<file path="src/sv/phb_pkg.sv">
// Shared codes and control types for the point hitbox test block.
package phb_pkg;

    localparam int IDX_BITS = 3;
    localparam int CNT_BITS = 4;
    localparam int SHAPE_BITS = 2;
    localparam int ADDR_BITS = 2;

    localparam logic KIND_WRITE = 1'b0;
    localparam logic KIND_QUERY = 1'b1;

    localparam logic [SHAPE_BITS-1:0] SHAPE_NONE = 2'd0;
    localparam logic [SHAPE_BITS-1:0] SHAPE_CIRCLE = 2'd1;
    localparam logic [SHAPE_BITS-1:0] SHAPE_RECT = 2'd2;

    typedef enum logic [ADDR_BITS-1:0] {
        REG_POS_X = 2'd0,
        REG_POS_Y = 2'd1,
        REG_BOX_COUNT = 2'd2
    } cfg_reg_t;

    typedef struct packed {
        logic                  valid;
        logic                  query;
        logic [IDX_BITS-1:0]   index;
        logic [SHAPE_BITS-1:0] shape;
        logic                  hit;
    } phb_ctl_t;

endpackage

</file>
<file path="src/sv/phb_cell.sv">
// One hitbox entry with its three-stage test slice; requests pass to the next cell.
module phb_cell
    import phb_pkg::*;
#(
    parameter int COORD_BITS = 16,
    parameter int CELL_ID = 0
)
(
    input  logic                         clk,
    input  logic                         rst_n,
    input  logic                         adv,
    input  logic                         active,
    input  logic signed [COORD_BITS-1:0] pos_x,
    input  logic signed [COORD_BITS-1:0] pos_y,
    input  phb_ctl_t                     in_ctl,
    input  logic signed [COORD_BITS-1:0] in_a,
    input  logic signed [COORD_BITS-1:0] in_b,
    input  logic [COORD_BITS-2:0]        in_r,
    input  logic [COORD_BITS-2:0]        in_w,
    input  logic [COORD_BITS-2:0]        in_h,
    output phb_ctl_t                     out_ctl,
    output logic signed [COORD_BITS-1:0] out_a,
    output logic signed [COORD_BITS-1:0] out_b,
    output logic [COORD_BITS-2:0]        out_r,
    output logic [COORD_BITS-2:0]        out_w,
    output logic [COORD_BITS-2:0]        out_h
);

    localparam int RW = COORD_BITS - 1;
    localparam int DW = COORD_BITS + 2;
    localparam int SQ = 2 * COORD_BITS + 2;
    localparam int SUMW = SQ + 1;
    localparam int R2W = 2 * RW;
    localparam bit CAN_WRITE = CELL_ID < (1 << IDX_BITS);

    logic [SHAPE_BITS-1:0]        shape_reg;
    logic signed [COORD_BITS-1:0] offx_reg;
    logic signed [COORD_BITS-1:0] offy_reg;
    logic [RW-1:0]                rad_reg;
    logic [RW-1:0]                wid_reg;
    logic [RW-1:0]                tall_reg;
    logic                         write_sel;

    phb_ctl_t                     s1_ctl_reg;
    logic signed [COORD_BITS-1:0] s1_a_reg;
    logic signed [COORD_BITS-1:0] s1_b_reg;
    logic [RW-1:0]                s1_r_reg;
    logic [RW-1:0]                s1_w_reg;
    logic [RW-1:0]                s1_h_reg;
    logic signed [DW-1:0]         s1_dx_reg;
    logic signed [DW-1:0]         s1_dy_reg;
    logic signed [DW-1:0]         s1_dx_next;
    logic signed [DW-1:0]         s1_dy_next;
    logic signed [2*DW-1:0]       s1_dx_sq;
    logic signed [2*DW-1:0]       s1_dy_sq;
    logic [SHAPE_BITS-1:0]        s1_shape_reg;
    logic [RW-1:0]                s1_rad_reg;
    logic [RW-1:0]                s1_wid_reg;
    logic [RW-1:0]                s1_tall_reg;

    phb_ctl_t                     s2_ctl_reg;
    logic signed [COORD_BITS-1:0] s2_a_reg;
    logic signed [COORD_BITS-1:0] s2_b_reg;
    logic [RW-1:0]                s2_r_reg;
    logic [RW-1:0]                s2_w_reg;
    logic [RW-1:0]                s2_h_reg;
    logic [SQ-1:0]                s2_sqx_reg;
    logic [SQ-1:0]                s2_sqy_reg;
    logic [R2W-1:0]               s2_r2_reg;
    logic                         s2_circ_reg;
    logic                         s2_rect_reg;
    logic                         s2_rect_next;

    phb_ctl_t                     s3_ctl_reg;
    phb_ctl_t                     s3_ctl_next;
    logic signed [COORD_BITS-1:0] s3_a_reg;
    logic signed [COORD_BITS-1:0] s3_b_reg;
    logic [RW-1:0]                s3_r_reg;
    logic [RW-1:0]                s3_w_reg;
    logic [RW-1:0]                s3_h_reg;
    logic [SUMW-1:0]              s3_sum;
    logic                         s3_hit_next;

    assign write_sel = CAN_WRITE && in_ctl.valid && (in_ctl.query == KIND_WRITE)
                       && (in_ctl.index == IDX_BITS'(CELL_ID));

    assign s1_dx_next = DW'(in_a) - DW'(pos_x) - DW'(offx_reg);
    assign s1_dy_next = DW'(in_b) - DW'(pos_y) - DW'(offy_reg);

    assign s1_dx_sq = s1_dx_reg * s1_dx_reg;
    assign s1_dy_sq = s1_dy_reg * s1_dy_reg;

    assign s2_rect_next = (s1_shape_reg == SHAPE_RECT)
                          && !s1_dx_reg[DW-1] && (s1_dx_reg <= $signed({3'b000, s1_wid_reg}))
                          && !s1_dy_reg[DW-1] && (s1_dy_reg <= $signed({3'b000, s1_tall_reg}));

    assign s3_sum = {1'b0, s2_sqx_reg} + {1'b0, s2_sqy_reg};
    assign s3_hit_next = s2_ctl_reg.hit || s2_rect_reg
                         || (s2_circ_reg && (s3_sum < SUMW'(s2_r2_reg)));

    always_comb
    begin
        s3_ctl_next     = s2_ctl_reg;
        s3_ctl_next.hit = s3_hit_next;
    end

    // Entry shape resets to none; the rest is undefined until written.
    always_ff @(posedge clk or negedge rst_n)
    begin
        if (!rst_n)
        begin
            shape_reg <= SHAPE_NONE;
        end
        else if (adv && write_sel)
        begin
            shape_reg <= in_ctl.shape;
        end
    end

    always_ff @(posedge clk)
    begin
        if (adv && write_sel)
        begin
            offx_reg <= in_a;
            offy_reg <= in_b;
            rad_reg  <= in_r;
            wid_reg  <= in_w;
            tall_reg <= in_h;
        end
    end

    always_ff @(posedge clk or negedge rst_n)
    begin
        if (!rst_n)
        begin
            s1_ctl_reg <= '0;
            s2_ctl_reg <= '0;
            s3_ctl_reg <= '0;
        end
        else if (adv)
        begin
            s1_ctl_reg <= in_ctl;
            s2_ctl_reg <= s1_ctl_reg;
            s3_ctl_reg <= s3_ctl_next;
        end
    end

    always_ff @(posedge clk)
    begin
        if (adv)
        begin
            s1_a_reg     <= in_a;
            s1_b_reg     <= in_b;
            s1_r_reg     <= in_r;
            s1_w_reg     <= in_w;
            s1_h_reg     <= in_h;
            s1_dx_reg    <= s1_dx_next;
            s1_dy_reg    <= s1_dy_next;
            s1_shape_reg <= active ? shape_reg : SHAPE_NONE;
            s1_rad_reg   <= rad_reg;
            s1_wid_reg   <= wid_reg;
            s1_tall_reg  <= tall_reg;

            s2_a_reg    <= s1_a_reg;
            s2_b_reg    <= s1_b_reg;
            s2_r_reg    <= s1_r_reg;
            s2_w_reg    <= s1_w_reg;
            s2_h_reg    <= s1_h_reg;
            s2_sqx_reg  <= s1_dx_sq[SQ-1:0];
            s2_sqy_reg  <= s1_dy_sq[SQ-1:0];
            s2_r2_reg   <= R2W'(s1_rad_reg) * R2W'(s1_rad_reg);
            s2_circ_reg <= (s1_shape_reg == SHAPE_CIRCLE);
            s2_rect_reg <= s2_rect_next;

            s3_a_reg <= s2_a_reg;
            s3_b_reg <= s2_b_reg;
            s3_r_reg <= s2_r_reg;
            s3_w_reg <= s2_w_reg;
            s3_h_reg <= s2_h_reg;
        end
    end

    assign out_ctl = s3_ctl_reg;
    assign out_a   = s3_a_reg;
    assign out_b   = s3_b_reg;
    assign out_r   = s3_r_reg;
    assign out_w   = s3_w_reg;
    assign out_h   = s3_h_reg;

endmodule
</file>
<file path="config.mk">
export PLATFORM = sky130hd
export DESIGN_NAME = phb_cell
export DESIGN_NICKNAME = d
export VERILOG_FILES = /design/src/sv/phb_pkg.sv /design/src/sv/phb_cell.sv
export SDC_FILE = /design/constraint.sdc
export NUM_CORES = 2
export LEC_CHECK = 0
export BUFFER_PORTS_ARGS = -buffer_cell sky130_fd_sc_hd__buf_2
export CORE_MARGIN = 5
export CORE_UTILIZATION = 69
export DETAILED_ROUTE_END_ITERATION = 10
export PLACE_DENSITY = 0.88
export REMOVE_ABC_BUFFERS = 1
export SLEW_MARGIN = 40
export SYNTH_ARGS = -nofsm -noshare
export SYNTH_HDL_FRONTEND = slang
export SYNTH_SLANG_ARGS = --single-unit
export TNS_END_PERCENT = 1
</file>
<file path="constraint.sdc">
create_clock -name clk -period 16.1 [get_ports clk]
set_clock_uncertainty 0.05 [all_clocks]
set_input_delay 3.22 -clock clk [delete_from_list [all_inputs] [get_ports clk]]
set_output_delay 3.22 -clock clk [all_outputs]
set_load 0.1 [all_outputs]
</file>
Word level (Yosys, flattened, before mapping) --
Index checks and enable logic that the tools add are counted.
Word-level totals: register bits after elaboration 517, bits of input ports 121, output and inout bits 85, word-level logic and storage cells 74
Cells by class: add/subtract/negate cells 5, $mul 3, order comparisons 3, equal/unequal tests 2, bitwise gates (word level) 1, reductions and logical operators 13
Operators with widths (count):
- multiplier 18 x 18 -> 34 bit | 2
- <= comparator 18 x 16 -> 1 bit | 2
- subtractor 17 x 16 -> 18 bit | 2
- adder 34 x 34 -> 35 bit | 1
- less-than comparator 35 x 30 -> 1 bit | 1
- subtractor 16 x 16 -> 17 bit | 2
- multiplier 15 x 15 -> 30 bit | 1
- logical AND 1 bit | 8
- zero test 3 bit | 1
- == test 2 x 1 -> 1 bit (second input constant) | 1
- == test 2 bit (second input constant) | 1
- zero test 1 bit | 2
- logical OR 1 bit | 2
- inverter 1 bit | 1

Logic depth before layout (Yosys ltp) --
word-level depth 5, depth in mapped cells 26

Least setup slack after synthesis --
Ideal clock, no wire load.
kind register -> register, start reg s1_dx_reg[3], end reg s2_sqx_reg[32], data pin, library setup time 0.258 ns, arrival 6.284 ns, data required time 15.792 ns, setup slack 9.509 ns, stages on the path, launching flop included 25, period minus slack after synthesis 6.591 ns, cells stage by stage edfxtp_1 > clkbuf_1 > clkbuf_1 > nand2_1 > fa_1 > inv_1 > fa_1 > inv_1 > fa_1 > fa_1 > inv_1 > fa_1 > inv_1 > fa_1 > inv_1 > ha_1 > a21o_1 > a21oi_1 > nor2b_1 > o41ai_4 > a2111oi_1 > or4_1 > a31o_1 > a21oi_2 > xnor2_1
Between the ends: word-level cells in the longest chain between the ends 1
RTL lines:
- start: declaration | line phb_cell.sv:50 | logic signed [DW-1:0] s1_dx_reg;
- start signal: assignment | line phb_cell.sv:157 | s1_dx_reg <= s1_dx_next;
- multiplier 18 x 18 -> 34 bit | line phb_cell.sv:90 | assign s1_dx_sq = s1_dx_reg * s1_dx_reg;
- net s1_dx_sq[32] | line phb_cell.sv:54 | logic signed [2*DW-1:0] s1_dx_sq;
- end signal: assignment | line phb_cell.sv:169 | s2_sqx_reg <= s1_dx_sq[SQ-1:0];
- end: declaration | line phb_cell.sv:67 | logic [SQ-1:0] s2_sqx_reg;
The timed path passes the listed nets, and every way through them passes these cells. A chain may end at the register's enable or synchronous reset.

Worst setup path in the final report --
start reg s1_dy_reg[4], end reg s2_sqy_reg[33], data pin
Between the ends: word-level cells in the longest chain between the ends 1
RTL lines:
- start: declaration | line phb_cell.sv:51 | logic signed [DW-1:0] s1_dy_reg;
- start signal: assignment | line phb_cell.sv:158 | s1_dy_reg <= s1_dy_next;
- multiplier 18 x 18 -> 34 bit | line phb_cell.sv:91 | assign s1_dy_sq = s1_dy_reg * s1_dy_reg;
- net s1_dy_sq[33] | line phb_cell.sv:55 | logic signed [2*DW-1:0] s1_dy_sq;
- end signal: assignment | line phb_cell.sv:170 | s2_sqy_reg <= s1_dy_sq[SQ-1:0];
- end: declaration | line phb_cell.sv:68 | logic [SQ-1:0] s2_sqy_reg;
The timed path passes the listed nets, and every way through them passes these cells.

==> impl_metrics.toml <==
[synth]
yosys.area_share.simple_pct = 7.74
synth-compound-area-share_pct = 5.39
postSynthAreaPerCell_um2 = 11.2
synth_top_family_by_area = "adder cells"
synth_mux_area_share_pct = 0.674
synth_ff_type = "edfxtp_1"
synthAdderAreaFrac_pct = 41.5
yosysSeqAreaShare_pct = 31.9
syn-instance-count = 4263
yosysWarnings = 0
syn_area_um2 = 47900
yosys_register_bits = 514
synth_edf_count = 488
async_flop_share_pct = 5.06
synth.distinct_cells = 75
synth_xor_area_share_pct = 3.14

[finish]
antennaDiodeCount = 0
synthToLayoutAreaGrowth_pct = 8.35
drive_gt1_share_pct = 8.06
nNetsFinal = 5730
final_common_cell = "inv_1"
final_cell_mix = "1143 x inv_1, 736 x fa_1, 488 x edfxtp_1"

[detailed_routing]
wirelength_mm = 104
drtIter0Drc = 2721
routedWlPerCell_um = 19.1
via_per_inst = 5.71
vias = 31015
dr.pass1.iters = 5
drc_errors = 0
drtAntennaViolNets = 0

[outcome]
status = "completed"

[critical_path]
slowest_delay_ns = 0.88
cp_cell_sequence = "inv_1, nor2_1, fa_1, fa_1, inv_1, fa_1, fa_1, inv_1, fa_1, inv_1, fa_1, inv_1, ha_1, a21o_1, nor4_1, o211a_1, o31ai_1, a31o_2, a41o_1, a211oi_1, a21oi_1, xnor2_1"
end_kind = "register"
crit_path_top_delay_cell = "edfxtp_1"
crit_required_ns = 16.40
critPathBufInv = 5
r2r-start = "s1_dy_reg[4]"
critPathMostFrequentCell = "fa_1"
critPathLaunchType = "register"
cp_top_family = "adder cells"
cp_max_fo = 17
critical_path.startpoint = "s1_dy_reg[4]"
path_class = "reg2reg"
worstPathArrival_ns = 7.76

[grt]
grt_usage_pct = 28.7
grt_overflow = 0
grt_max_degree = 110
grt_pass1_vias = 34886
antenna_found_initial = 1
grt_first_pass_wirelength_mm = 172

[clock_network]
clock_sinks = 514
cts_buffer_depth = 3
cts_buffers = 52
cts_hold_buf = 0
clk_latency_ns = 0.63
cts_setup_buffers = 0
tritoncts = "done"
post_cts_resized = 0
htree_levels = 2
clockRootBuffer = "clkbuf_16"
cts.clk_slew.worst_paths_ns = 0.08

[timing]
hold_viol = 0
slew_viol_final = 0
fin_crit_sh_pct = 46.3
rsz0062_at_grt = "false"
maxSlewHeadroom_pct = 39.7
fin_tns_setup_ns = 0
setup_violations = 0
fin_crit_ns = 7.46
fmax_ghz = 0.134
tightest_slew_ns = 0.905

[die]
die_area_um2 = 74800
core-area_um2 = 68700
io-pin-count = 206
die_h_um = 274
num_rows = 96
die_w_um = 274
start_util_pct = 69.8

[worst_hold_path]
hp-class = "reg2reg"
worstHoldStart = "s1_a_reg[0]"

[placed_design]
place.gp.congestion = 0.907
dpl.hpwl_mm = 77.3
io_buffers = 205

[job]
drv_cap = 0
## synth_stat cells, types with 4 or more instances
cell type / instances / area share, %
and3_1: 11 / 0.14
o21ai_0: 70 / 0.73
mux2_2: 26 / 0.61
or3_1: 6 / 0.078
a31oi_1: 14 / 0.18
and2_1: 129 / 1.7
o211ai_1: 8 / 0.13
nand2b_1: 34 / 0.44
o2111ai_1: 4 / 0.073
edfxtp_1: 488 / 31
clkbuf_1: 82 / 0.64
a211oi_1: 14 / 0.22
o21a_1: 28 / 0.44
a21boi_0: 5 / 0.078
a21o_1: 60 / 0.94
inv_1: 1144 / 9.0
nand3_1: 16 / 0.17
a31o_2: 8 / 0.15
xor2_1: 42 / 0.77
or2_2: 4 / 0.052
nor2_1: 145 / 1.1
xnor2_1: 130 / 2.4
o31ai_1: 5 / 0.078
o21ai_1: 5 / 0.052
nor4b_1: 5 / 0.091
ha_1: 412 / 11
nand4_1: 22 / 0.29
fa_1: 736 / 31
dfrtp_1: 26 / 1.4
o21bai_1: 16 / 0.25
nor3_1: 36 / 0.38
and4_1: 6 / 0.11
a21oi_1: 113 / 1.2
nand2_1: 317 / 2.5
nor4_1: 7 / 0.091
nor2b_1: 31 / 0.40
## worst reg2reg max path, stage by stage (launching register included)
cell and delay (ns):
edfxtp_1 0.88, inv_1 0.30, nor2_1 0.34, fa_1 0.49
fa_1 0.56, inv_1 0.06, fa_1 0.41, fa_1 0.49
inv_1 0.06, fa_1 0.54, inv_1 0.05, fa_1 0.48
inv_1 0.04, ha_1 0.35, a21o_1 0.20, nor4_1 0.19
o211a_1 0.22, o31ai_1 0.16, a31o_2 0.32, a41o_1 0.31
a211oi_1 0.39, a21oi_1 0.15, xnor2_1 0.15
## per-layer routing
layer	share of wire [%]	track usage (%)	vias to the layer above
li1	-	-	13706
met1	36	35.2	15477
met2	52	51.4	1406
met3	7.1	4.64	424
met4	4.6	11.0	2
met5	0.0067	0	-
## area by class of cell
| class | count | area, um2 |
|---|---|---|
| clock buffers | 67 | 1470 |
| clock inverters | 29 | 373 |
| fillers | 4094 | 16800 |
| inverters | 1144 | 4300 |
| multi-input cells | 2520 | 28000 |
| flip-flops and latches | 514 | 15300 |
| well taps | 931 | 1160 |
| repair buffers | 229 | 1310 |
## metrics by stage
| stage | hold slack, ns | area, um2 | std cells | util [%] | setup slack, ns |
|---|---|---|---|---|---|
| 6_report | 0.352 | 51900 | 5434 | 75.6 | 8.64 |
| 5_1_grt | 0.369 | 51900 | 5434 | 75.6 | 8.34 |
| 4_1_cts | 0.355 | 51800 | 5420 | 75.3 | 8.74 |
| 3_5_place_dp | 0.355 | 49900 | 5324 | 72.6 | 8.70 |
| 3_3_place_gp | 0.350 | 49900 | 5321 | 72.6 | 8.61 |
| 2_1_floorplan | 0.350 | 47600 | 4178 | - | 9.60 |
## logic make-up (layout without fill, tap and decap cells)
family	Yosys count	after routing
AO/OA/AOI/OAI	392	392
XOR/XNOR	172	172
adder cells (fa/ha/maj)	1148	1148
buffers and inverters	1229	1469
flip-flops	514	514
multiplexers	29	29
AND/OR/NAND/NOR	779	779
## worst paths after layout
kind	endpoint	slack [ns]	cells after the start
setup / recovery	s2_sqy_reg[33]	8.64	22
hold reg to reg	s2_a_reg[0]	0.35	0
hold / removal	s2_a_reg[0]	0.35	0
setup reg to reg	s2_sqy_reg[33]	8.64	22
min in group asynchronous	out_ctl[0]	2.55	1
max in group asynchronous	s2_ctl_reg[3]	13.06	1
Power is left out: the tool's default activity adds up to more than one toggle a clock period on the data nets, which glitch-free logic cannot reach.
